`config.mk`:
```
export PLATFORM = sky130hd
export DESIGN_NAME = sd_spi_block_reader
export DESIGN_NICKNAME = d
export VERILOG_FILES = /design/src/hdl/sdr_pkg.sv /design/src/hdl/sd_spi_block_reader.sv /design/src/hdl/sdr_core.sv
export VERILOG_INCLUDE_DIRS = /design/src /design/src/hdl
export SDC_FILE = /design/constraint.sdc
export NUM_CORES = 1
export LEC_CHECK = 0
export BUFFER_PORTS_ARGS = -buffer_cell sky130_fd_sc_hd__buf_2
export CELL_PAD_IN_SITES_DETAIL_PLACEMENT = 1
export CELL_PAD_IN_SITES_GLOBAL_PLACEMENT = 1
export CORE_ASPECT_RATIO = 0.5
export CORE_MARGIN = 2
export CORE_UTILIZATION = 48
export CTS_CLUSTER_SIZE = 40
export DETAILED_ROUTE_END_ITERATION = 7
export GPL_TIMING_DRIVEN = 0
export PLACE_DENSITY_LB_ADDON = 0.1
export SLEW_MARGIN = 20
export SYNTH_ARGS = -nofsm -noshare
export SYNTH_HDL_FRONTEND = slang
export SYNTH_SLANG_ARGS = --single-unit
```
`constraint.sdc`:
```
create_clock -name clk -period 8.2 [get_ports clk]
set_input_delay 0.41 -clock clk [delete_from_list [all_inputs] [get_ports clk]]
set_output_delay 0.41 -clock clk [all_outputs]
set_load 0.01 [all_outputs]
```
`src/hdl/sd_spi_block_reader_assert.svh`:
```
// Assertion macros for the SD card SPI block reader.
// Used by the top level; expects clk and rst_n in scope.
`ifndef SD_SPI_BLOCK_READER_ASSERT_SVH
`define SD_SPI_BLOCK_READER_ASSERT_SVH

// Consequent must hold in the same cycle as the antecedent.
`define SDR_ASSERT_SAME(label, ante, cons, msg) \
    label: assert property (@(posedge clk) disable iff (!rst_n) (ante) |-> (cons)) \
        else $error(msg);

// Consequent must hold in the cycle after the antecedent.
`define SDR_ASSERT_NEXT(label, ante, cons, msg) \
    label: assert property (@(posedge clk) disable iff (!rst_n) (ante) |=> (cons)) \
        else $error(msg);

`endif

```
`src/hdl/sdr_pkg.sv`:
```
// Shared types, constants and codes for the SD card SPI block reader.
// No dependencies; imported by sdr_core and sd_spi_block_reader.
package sdr_pkg;

    // Block geometry and counter widths.
    localparam int BLOCK_BYTES  = 512;
    localparam int BYTE_CNT_W   = 10;
    localparam int POLL_CNT_W   = 16;
    localparam int TRIES_W      = 4;
    localparam int CFG_DATA_W   = 16;

    // SPI byte values.
    localparam logic [7:0] CMD_START_BITS  = 8'h40;
    localparam logic [7:0] CMD_READ_SINGLE = 8'd17;
    localparam logic [7:0] CMD17_BYTE      = CMD_START_BITS | CMD_READ_SINGLE;
    localparam logic [7:0] DUMMY_BYTE      = 8'hFF;
    localparam logic [7:0] DATA_TOKEN      = 8'hFE;

    // Command byte positions within the six-byte frame.
    localparam logic [BYTE_CNT_W-1:0] CMD_ADDR_B3 = BYTE_CNT_W'(1);
    localparam logic [BYTE_CNT_W-1:0] CMD_ADDR_B2 = BYTE_CNT_W'(2);
    localparam logic [BYTE_CNT_W-1:0] CMD_ADDR_B1 = BYTE_CNT_W'(3);
    localparam logic [BYTE_CNT_W-1:0] CMD_ADDR_B0 = BYTE_CNT_W'(4);
    localparam logic [BYTE_CNT_W-1:0] CMD_CRC     = BYTE_CNT_W'(5);
    localparam logic [BYTE_CNT_W-1:0] CMD_DONE    = BYTE_CNT_W'(6);

    // Reset values of the configuration registers.
    localparam logic [POLL_CNT_W-1:0] TOKEN_LIMIT_RESET = 16'hFFFF;
    localparam logic [TRIES_W-1:0]    RESP_TRIES_RESET  = 4'd8;

    // Request kinds.
    localparam logic REQ_START = 1'b0;
    localparam logic REQ_BYTE  = 1'b1;

    // Configuration register indexes.
    localparam logic CFG_TOKEN_LIMIT = 1'b0;
    localparam logic CFG_RESP_TRIES  = 1'b1;

    typedef enum logic [2:0] {
        PH_IDLE  = 3'd0,
        PH_CMD   = 3'd1,
        PH_RESP  = 3'd2,
        PH_TOKEN = 3'd3,
        PH_DATA  = 3'd4,
        PH_CRC   = 3'd5,
        PH_CLEAN = 3'd6
    } phase_t;

    typedef enum logic [1:0] {
        ST_BUSY    = 2'd0,
        ST_DONE    = 2'd1,
        ST_REJECT  = 2'd2,
        ST_TIMEOUT = 2'd3
    } status_t;

    typedef struct packed {
        phase_t                  phase;
        logic [BYTE_CNT_W-1:0]   byte_cnt;
        logic [31:0]             cur_block;
        logic [31:0]             blocks_left;
        logic [POLL_CNT_W-1:0]   poll_cnt;
    } engine_state_t;

    typedef struct packed {
        logic        req_type;
        logic [31:0] first_block;
        logic [31:0] block_count;
        logic [7:0]  rx_byte;
    } req_item_t;

    typedef struct packed {
        logic        send_valid;
        logic [7:0]  send_byte;
        logic        select_level;
        logic        data_valid;
        logic [7:0]  data_byte;
        status_t     status;
    } result_item_t;

endpackage

```
`src/hdl/sd_spi_block_reader.sv`:
```
// Top level of the SD card SPI-mode multi-block reader (CMD17 per block).
// Depends on sdr_pkg, sdr_core and sd_spi_block_reader_assert.svh.
//
//  channel | handshake             | payload
//  --------+-----------------------+------------------------------------------------
//  in      | in_valid / in_ready   | req_type, first_block, block_count, rx_byte
//  out     | out_valid / out_ready | send_valid, send_byte, select_level,
//          |                       | data_valid, data_byte, status
//  cfg     | cfg_valid / cfg_ready | cfg_index, cfg_data
//
// Each item is one SPI byte step; one item is accepted per cycle when the output flows.
// Items pass through an input register, then through the engine logic into the result register.
// The engine state updates as the item leaves the input register, so items follow back to back.
// A stalled output holds the result register and, once the input register is full, in_ready.
// Reset returns the engine to idle and loads the register defaults; cfg_ready is always high.
`include "sd_spi_block_reader_assert.svh"

module sd_spi_block_reader
    import sdr_pkg::*;
(
    input  logic                   clk,
    input  logic                   rst_n,

    input  logic                   in_valid,
    output logic                   in_ready,
    input  logic                   req_type,
    input  logic [31:0]            first_block,
    input  logic [31:0]            block_count,
    input  logic [7:0]             rx_byte,

    output logic                   out_valid,
    input  logic                   out_ready,
    output logic                   send_valid,
    output logic [7:0]             send_byte,
    output logic                   select_level,
    output logic                   data_valid,
    output logic [7:0]             data_byte,
    output logic [1:0]             status,

    input  logic                   cfg_valid,
    output logic                   cfg_ready,
    input  logic                   cfg_index,
    input  logic [CFG_DATA_W-1:0]  cfg_data
);

    logic                   s1_valid_reg;
    req_item_t              s1_item_reg;
    logic                   out_valid_reg;
    result_item_t           result_reg;
    engine_state_t          state_reg;
    engine_state_t          state_next;
    result_item_t           result_next;
    logic [POLL_CNT_W-1:0]  token_limit_reg;
    logic [TRIES_W-1:0]     resp_tries_reg;
    logic                   s1_move;

    // Pipeline flow control.
    assign s1_move   = !out_valid_reg || out_ready;
    assign in_ready  = !s1_valid_reg || s1_move;
    assign cfg_ready = 1'b1;

    // Configuration registers.
    always_ff @(posedge clk or negedge rst_n)
    begin
        if (!rst_n)
        begin
            token_limit_reg <= TOKEN_LIMIT_RESET;
            resp_tries_reg  <= RESP_TRIES_RESET;
        end
        else if (cfg_valid && cfg_ready)
        begin
            case (cfg_index)
                CFG_TOKEN_LIMIT: token_limit_reg <= cfg_data;
                CFG_RESP_TRIES:  resp_tries_reg  <= cfg_data[TRIES_W-1:0];
                default:         token_limit_reg <= token_limit_reg;
            endcase
        end
    end

    // Control: stage valids and engine state.
    always_ff @(posedge clk or negedge rst_n)
    begin
        if (!rst_n)
        begin
            s1_valid_reg  <= 1'b0;
            out_valid_reg <= 1'b0;
            state_reg     <= '{phase: PH_IDLE, default: '0};
        end
        else
        begin
            if (in_ready)
            begin
                s1_valid_reg <= in_valid;
            end
            if (s1_move)
            begin
                out_valid_reg <= s1_valid_reg;
                if (s1_valid_reg)
                begin
                    state_reg <= state_next;
                end
            end
        end
    end

    // Payload registers.
    always_ff @(posedge clk)
    begin
        if (in_ready && in_valid)
        begin
            s1_item_reg <= '{req_type: req_type, first_block: first_block,
                             block_count: block_count, rx_byte: rx_byte};
        end
        if (s1_move && s1_valid_reg)
        begin
            result_reg <= result_next;
        end
    end

    // Engine step logic.
    sdr_core u_core (
        .state       (state_reg),
        .item        (s1_item_reg),
        .token_limit (token_limit_reg),
        .resp_tries  (resp_tries_reg),
        .state_next  (state_next),
        .result      (result_next)
    );

    // Output ports.
    assign out_valid    = out_valid_reg;
    assign send_valid   = result_reg.send_valid;
    assign send_byte    = result_reg.send_byte;
    assign select_level = result_reg.select_level;
    assign data_valid   = result_reg.data_valid;
    assign data_byte    = result_reg.data_byte;
    assign status       = result_reg.status;

    // Checks on the engine and its pipeline.
    `SDR_ASSERT_SAME(a_idle_deselect, out_valid_reg && !result_reg.send_valid,
        result_reg.select_level, "select asserted with nothing to send")
    `SDR_ASSERT_SAME(a_data_busy, out_valid_reg && result_reg.data_valid,
        result_reg.status == ST_BUSY && result_reg.send_valid, "data byte outside a busy transfer")
    `SDR_ASSERT_SAME(a_end_silent, out_valid_reg && result_reg.status != ST_BUSY,
        !result_reg.send_valid, "byte sent after completion or failure")
    `SDR_ASSERT_NEXT(a_stall_holds, s1_valid_reg && !s1_move,
        s1_valid_reg && $stable(state_reg), "engine state moved during a stall")

endmodule

```
`src/hdl/sdr_core.sv`:
```
// Next-state and result logic of the SD card SPI read engine, one SPI byte per item.
// Depends on sdr_pkg.
module sdr_core
    import sdr_pkg::*;
(
    input  engine_state_t          state,
    input  req_item_t              item,
    input  logic [POLL_CNT_W-1:0]  token_limit,
    input  logic [TRIES_W-1:0]     resp_tries,
    output engine_state_t          state_next,
    output result_item_t           result
);

    localparam logic [BYTE_CNT_W:0] LAST_DATA = (BYTE_CNT_W+1)'(BLOCK_BYTES);

    always_comb
    begin
        logic [31:0]         left_dec;
        logic [BYTE_CNT_W:0] data_cnt_inc;

        left_dec     = state.blocks_left - 32'd1;
        data_cnt_inc = {1'b0, state.byte_cnt} + (BYTE_CNT_W+1)'(1);

        // Default: hold state, report an idle step.
        state_next          = state;
        result.send_valid   = 1'b0;
        result.send_byte    = 8'h00;
        result.select_level = 1'b1;
        result.data_valid   = 1'b0;
        result.data_byte    = 8'h00;
        result.status       = ST_BUSY;

        if (item.req_type == REQ_START)
        begin
            // A start aborts anything in flight and loads a new run.
            state_next.cur_block   = item.first_block;
            state_next.blocks_left = item.block_count;
            state_next.poll_cnt    = '0;
            if (item.block_count == 32'd0)
            begin
                state_next.phase    = PH_IDLE;
                state_next.byte_cnt = '0;
                result.status       = ST_DONE;
            end
            else
            begin
                state_next.phase    = PH_CMD;
                state_next.byte_cnt = CMD_ADDR_B3;
                result.send_valid   = 1'b1;
                result.send_byte    = CMD17_BYTE;
                result.select_level = 1'b0;
            end
        end
        else
        begin
            case (state.phase)
                PH_CMD:
                begin
                    result.send_valid   = 1'b1;
                    result.select_level = 1'b0;
                    result.send_byte    = DUMMY_BYTE;
                    state_next.byte_cnt = state.byte_cnt + BYTE_CNT_W'(1);
                    case (state.byte_cnt)
                        CMD_ADDR_B3: result.send_byte = state.cur_block[31:24];
                        CMD_ADDR_B2: result.send_byte = state.cur_block[23:16];
                        CMD_ADDR_B1: result.send_byte = state.cur_block[15:8];
                        CMD_ADDR_B0: result.send_byte = state.cur_block[7:0];
                        CMD_CRC:     result.send_byte = DUMMY_BYTE;
                        default:
                        begin
                            // Frame sent: first response poll.
                            state_next.byte_cnt = state.byte_cnt;
                            state_next.phase    = PH_RESP;
                            state_next.poll_cnt = POLL_CNT_W'(1);
                        end
                    endcase
                end
                PH_RESP:
                begin
                    if (!item.rx_byte[7] && item.rx_byte == 8'h00)
                    begin
                        state_next.phase    = PH_TOKEN;
                        state_next.poll_cnt = POLL_CNT_W'(1);
                        result.send_valid   = 1'b1;
                        result.send_byte    = DUMMY_BYTE;
                        result.select_level = 1'b0;
                    end
                    else if (item.rx_byte[7]
                             && state.poll_cnt < {{(POLL_CNT_W-TRIES_W){1'b0}}, resp_tries})
                    begin
                        state_next.poll_cnt = state.poll_cnt + POLL_CNT_W'(1);
                        result.send_valid   = 1'b1;
                        result.send_byte    = DUMMY_BYTE;
                        result.select_level = 1'b0;
                    end
                    else
                    begin
                        // Error response or tries exhausted.
                        state_next.phase    = PH_IDLE;
                        state_next.byte_cnt = '0;
                        state_next.poll_cnt = '0;
                        result.status       = ST_REJECT;
                    end
                end
                PH_TOKEN:
                begin
                    result.send_valid   = 1'b1;
                    result.send_byte    = DUMMY_BYTE;
                    result.select_level = 1'b0;
                    if (item.rx_byte == DATA_TOKEN)
                    begin
                        state_next.phase    = PH_DATA;
                        state_next.byte_cnt = '0;
                        state_next.poll_cnt = '0;
                    end
                    else if (state.poll_cnt < token_limit)
                    begin
                        state_next.poll_cnt = state.poll_cnt + POLL_CNT_W'(1);
                    end
                    else
                    begin
                        state_next.phase    = PH_IDLE;
                        state_next.byte_cnt = '0;
                        state_next.poll_cnt = '0;
                        result.send_valid   = 1'b0;
                        result.send_byte    = 8'h00;
                        result.select_level = 1'b1;
                        result.status       = ST_TIMEOUT;
                    end
                end
                PH_DATA:
                begin
                    // Pass each block byte on and keep clocking.
                    if (data_cnt_inc >= LAST_DATA)
                    begin
                        state_next.phase    = PH_CRC;
                        state_next.byte_cnt = '0;
                    end
                    else
                    begin
                        state_next.byte_cnt = data_cnt_inc[BYTE_CNT_W-1:0];
                    end
                    result.send_valid   = 1'b1;
                    result.send_byte    = DUMMY_BYTE;
                    result.select_level = 1'b0;
                    result.data_valid   = 1'b1;
                    result.data_byte    = item.rx_byte;
                end
                PH_CRC:
                begin
                    // Two CRC bytes are dropped; select rises before cleanup.
                    result.send_valid = 1'b1;
                    result.send_byte  = DUMMY_BYTE;
                    if (state.byte_cnt == '0)
                    begin
                        state_next.byte_cnt = BYTE_CNT_W'(1);
                        result.select_level = 1'b0;
                    end
                    else
                    begin
                        state_next.phase    = PH_CLEAN;
                        state_next.byte_cnt = '0;
                        result.select_level = 1'b1;
                    end
                end
                PH_CLEAN:
                begin
                    state_next.blocks_left = left_dec;
                    state_next.cur_block   = state.cur_block + 32'd1;
                    state_next.poll_cnt    = '0;
                    if (left_dec == 32'd0)
                    begin
                        state_next.phase    = PH_IDLE;
                        state_next.byte_cnt = '0;
                        result.status       = ST_DONE;
                    end
                    else
                    begin
                        state_next.phase    = PH_CMD;
                        state_next.byte_cnt = CMD_ADDR_B3;
                        result.send_valid   = 1'b1;
                        result.send_byte    = CMD17_BYTE;
                        result.select_level = 1'b0;
                    end
                end
                default:
                begin
                    // Idle: received bytes are ignored.
                    state_next.phase = PH_IDLE;
                end
            endcase
        end
    end

endmodule
```
==> flow_summary.yaml <==
run_status:
  status: "finished clean"
timing:
  hold_viol_final: 0
  rsz0062_at_grt: "false"
  tightest_slew_ps: 929.3
  finalMaxSlewViolations: 0
  fin_crit_ps: 3953
  post-route-period-util_pct: 48.21
  clock-skew-final_ps: 11.03
  max_freq_ghz: 0.2530
  setup_viol: 0
  maxSlewHeadroom_pct: 37.48
  fin_setup_tns_ps: 0
synthesis:
  synth_cell_types: 79
  synthArstFlopShare_pct: 55.02
  syn_area_um2: 11070
  ys_ff_latch: 209
  synth_most_common_cell: "nand2_1"
  yosysWarnings: 0
  syn_inst: 1120
  synth_edf_count: 94
  synth_top_cell_by_area: "edfxtp_1"
  netlist_top_cells_count: "nand2_1 (118), o21ai_0 (104), dfrtp_1 (98), edfxtp_1 (94), a21oi_1 (93)"
  synthFlopType: "dfrtp_1"
  netlist.area_leader.share_pct: 25.50
  synth-seq-area-share_pct: 51.68
  syn_area_per_cell_um2: 9.884
  synth_nets: 1241
  synth.area.top_cells: "edfxtp_1 (25%), dfrtp_1 (22%), o21ai_0 (4.7%)"
routing:
  drc: 0
  post_drt_wl_per_cell_um: 22.66
  firstDrtPassIters: 7
  via_count: 10010
  first_iter_violations: 726
  via_per_inst: 6.320
  ant_nets: 0
  wirelength_um: 35870
clock_network:
  ctsHoldBuffers: 1
  clk_latency_ps: 510
  post-cts-setup-buffers: 0
  cts-root-buf: "clkbuf_16"
  cts_max_level: 1
  clkTransAtPathRegs_ps: 70
  cts.path.max_buffers: 3
  cts.repair.resized: 0
  cts_inserted_buffers: 20
  cts_tree: "yes"
  cts_sinks: 209
floorplanning:
  fp-row-count: 39
  core_area_um2: 22740
  start_util_pct: 48.68
  io_pins: 119
  die_area_um2: 24370
  die_h_um: 111.4
  die_x_um: 218.8
power_and_ir_drop:
  powerDensity_nw_per_um2: 252.5
  leakagePower_uw: 0.004991
  ir_drop_mv: 0.1654
setup_path:
  end_kind: "flip-flop"
  cp.required_ps: 8450
  crit_path_start_kind: "flip-flop"
  path_max_fanout: 7
  ff2ff_path_depth: 9
  crit_arrival_ps: 4200
  crit_type: "reg2reg"
grt:
  grt_max_degree: 71
  antenna_found_initial: 1
  grt_pass1_wl_um: 56930
  groute.usage.overall_pct: 29.76
  grt_pass1_vias: 10320
  grt_overflow: 0
finish:
  syn_to_final_growth_pct: 14.98
  largest_reg_flops: 93
  nNetsFinal: 1383
  final_cells: 1583
  layout-drive-gt1-share_pct: 16.93
  n_antenna_cell: 0
  fin_util_pct: 55.98
  fin_area_um2: 12730
worst_hold_path:
  hold_class: "in2reg"
  whs_path_depth: 1
placement:
  gp_congestion: 0.9414
  placed_cell_area_um2: 12100
  place_inst: 1546
  port_buffers: 117
  hpwl_um: 26280
run:
  max_cap_violations: 0
-- power by group --
part / switching [uW] / internal [uW]
combinational: 552 / 323
clock: 418 / 493
sequential: 169 / 1260
total: 1140 / 2080
-- layout make-up --
class                      count  area, um2
timing repair buffer         120      649.4
sequential                   209       5722
inverter                      33      123.9
tap                          307      384.1
buffer                        63      324.1
clock inverter                 8      45.04
multi-input combinational    815       4905
clock buffer                  28      575.6
fill                        2613      10010
-- worst max-delay path, cell delays in order (launching register included) --
cell and delay [ps]:
dfrtp_1 460, inv_1 110, ha_1 240, nor4b_4 370
nand4b_1 280, o31a_2 400, or4_1 470, nor4b_1 490
nand4_1 360, o41ai_1 500
-- cells in the final DEF, fill, tap and decap left out, types with 21 or more instances in the layout --
master | synthesis | layout
clkbuf_1 | 44 | 48
nor4_1 | 34 | 34
ha_1 | 26 | 26
nand3_1 | 52 | 52
a21oi_1 | 93 | 93
o21ai_0 | 104 | 104
nand2_1 | 118 | 118
o22ai_1 | 47 | 47
edfxtp_1 | 94 | 94
inv_1 | 33 | 33
nor3_1 | 28 | 28
dfrtp_1 | 98 | 98
clkbuf_16 | 0 | 21
and3_1 | 27 | 27
nor2_1 | 68 | 68
buf_2 | 2 | 119
-- path summary, 6_finish.rpt --
kind                                 startpoint               to  slack [ps]
max in group asynchronous                 rst_n    state_reg[35]        7030
min in group asynchronous                 rst_n    state_reg[10]         400
worst min-delay path            block_count[21]  s1_item_reg[29]          70
worst max-delay path              state_reg[16]        status[0]        4250
worst min register to register  s1_item_reg[54]    state_reg[62]         500
worst max register to register    state_reg[16]        status[0]        4250
-- logic make-up after synthesis --
kind of cell               Yosys count  share of synthesized area, %
AOI/OAI and AO/OA                  335                         18.45
xor gates and xnor gates             6                        0.4747
adders and majority gates           26                         2.938
buffers and inverters               96                         4.035
DFF                                209                         51.68
muxes                               23                         2.159
other                                1                       0.03387
and+or+nand+nor                    424                         20.23
-- routing by layer --
layer,wire length (um),global-route usage (%),up-vias
li1,-,-,4541
met2,17160,50.25,308
met4,905,8.018,0
met5,0,0,-
met3,1932,4.973,60
met1,15870,39.96,5096
-- stage by stage --
stage	setup WS, ps	hold WS (ps)	power [uW]
after floorplan	5181	114.4	1978
after global placement	4324	458.0	2249
after detailed placement	4361	381.3	2296
after CTS	4299	49.78	3210
after global routing	3943	48.82	3369
final	4247	65.63	3214
Power figures use the tool's default switching activity.
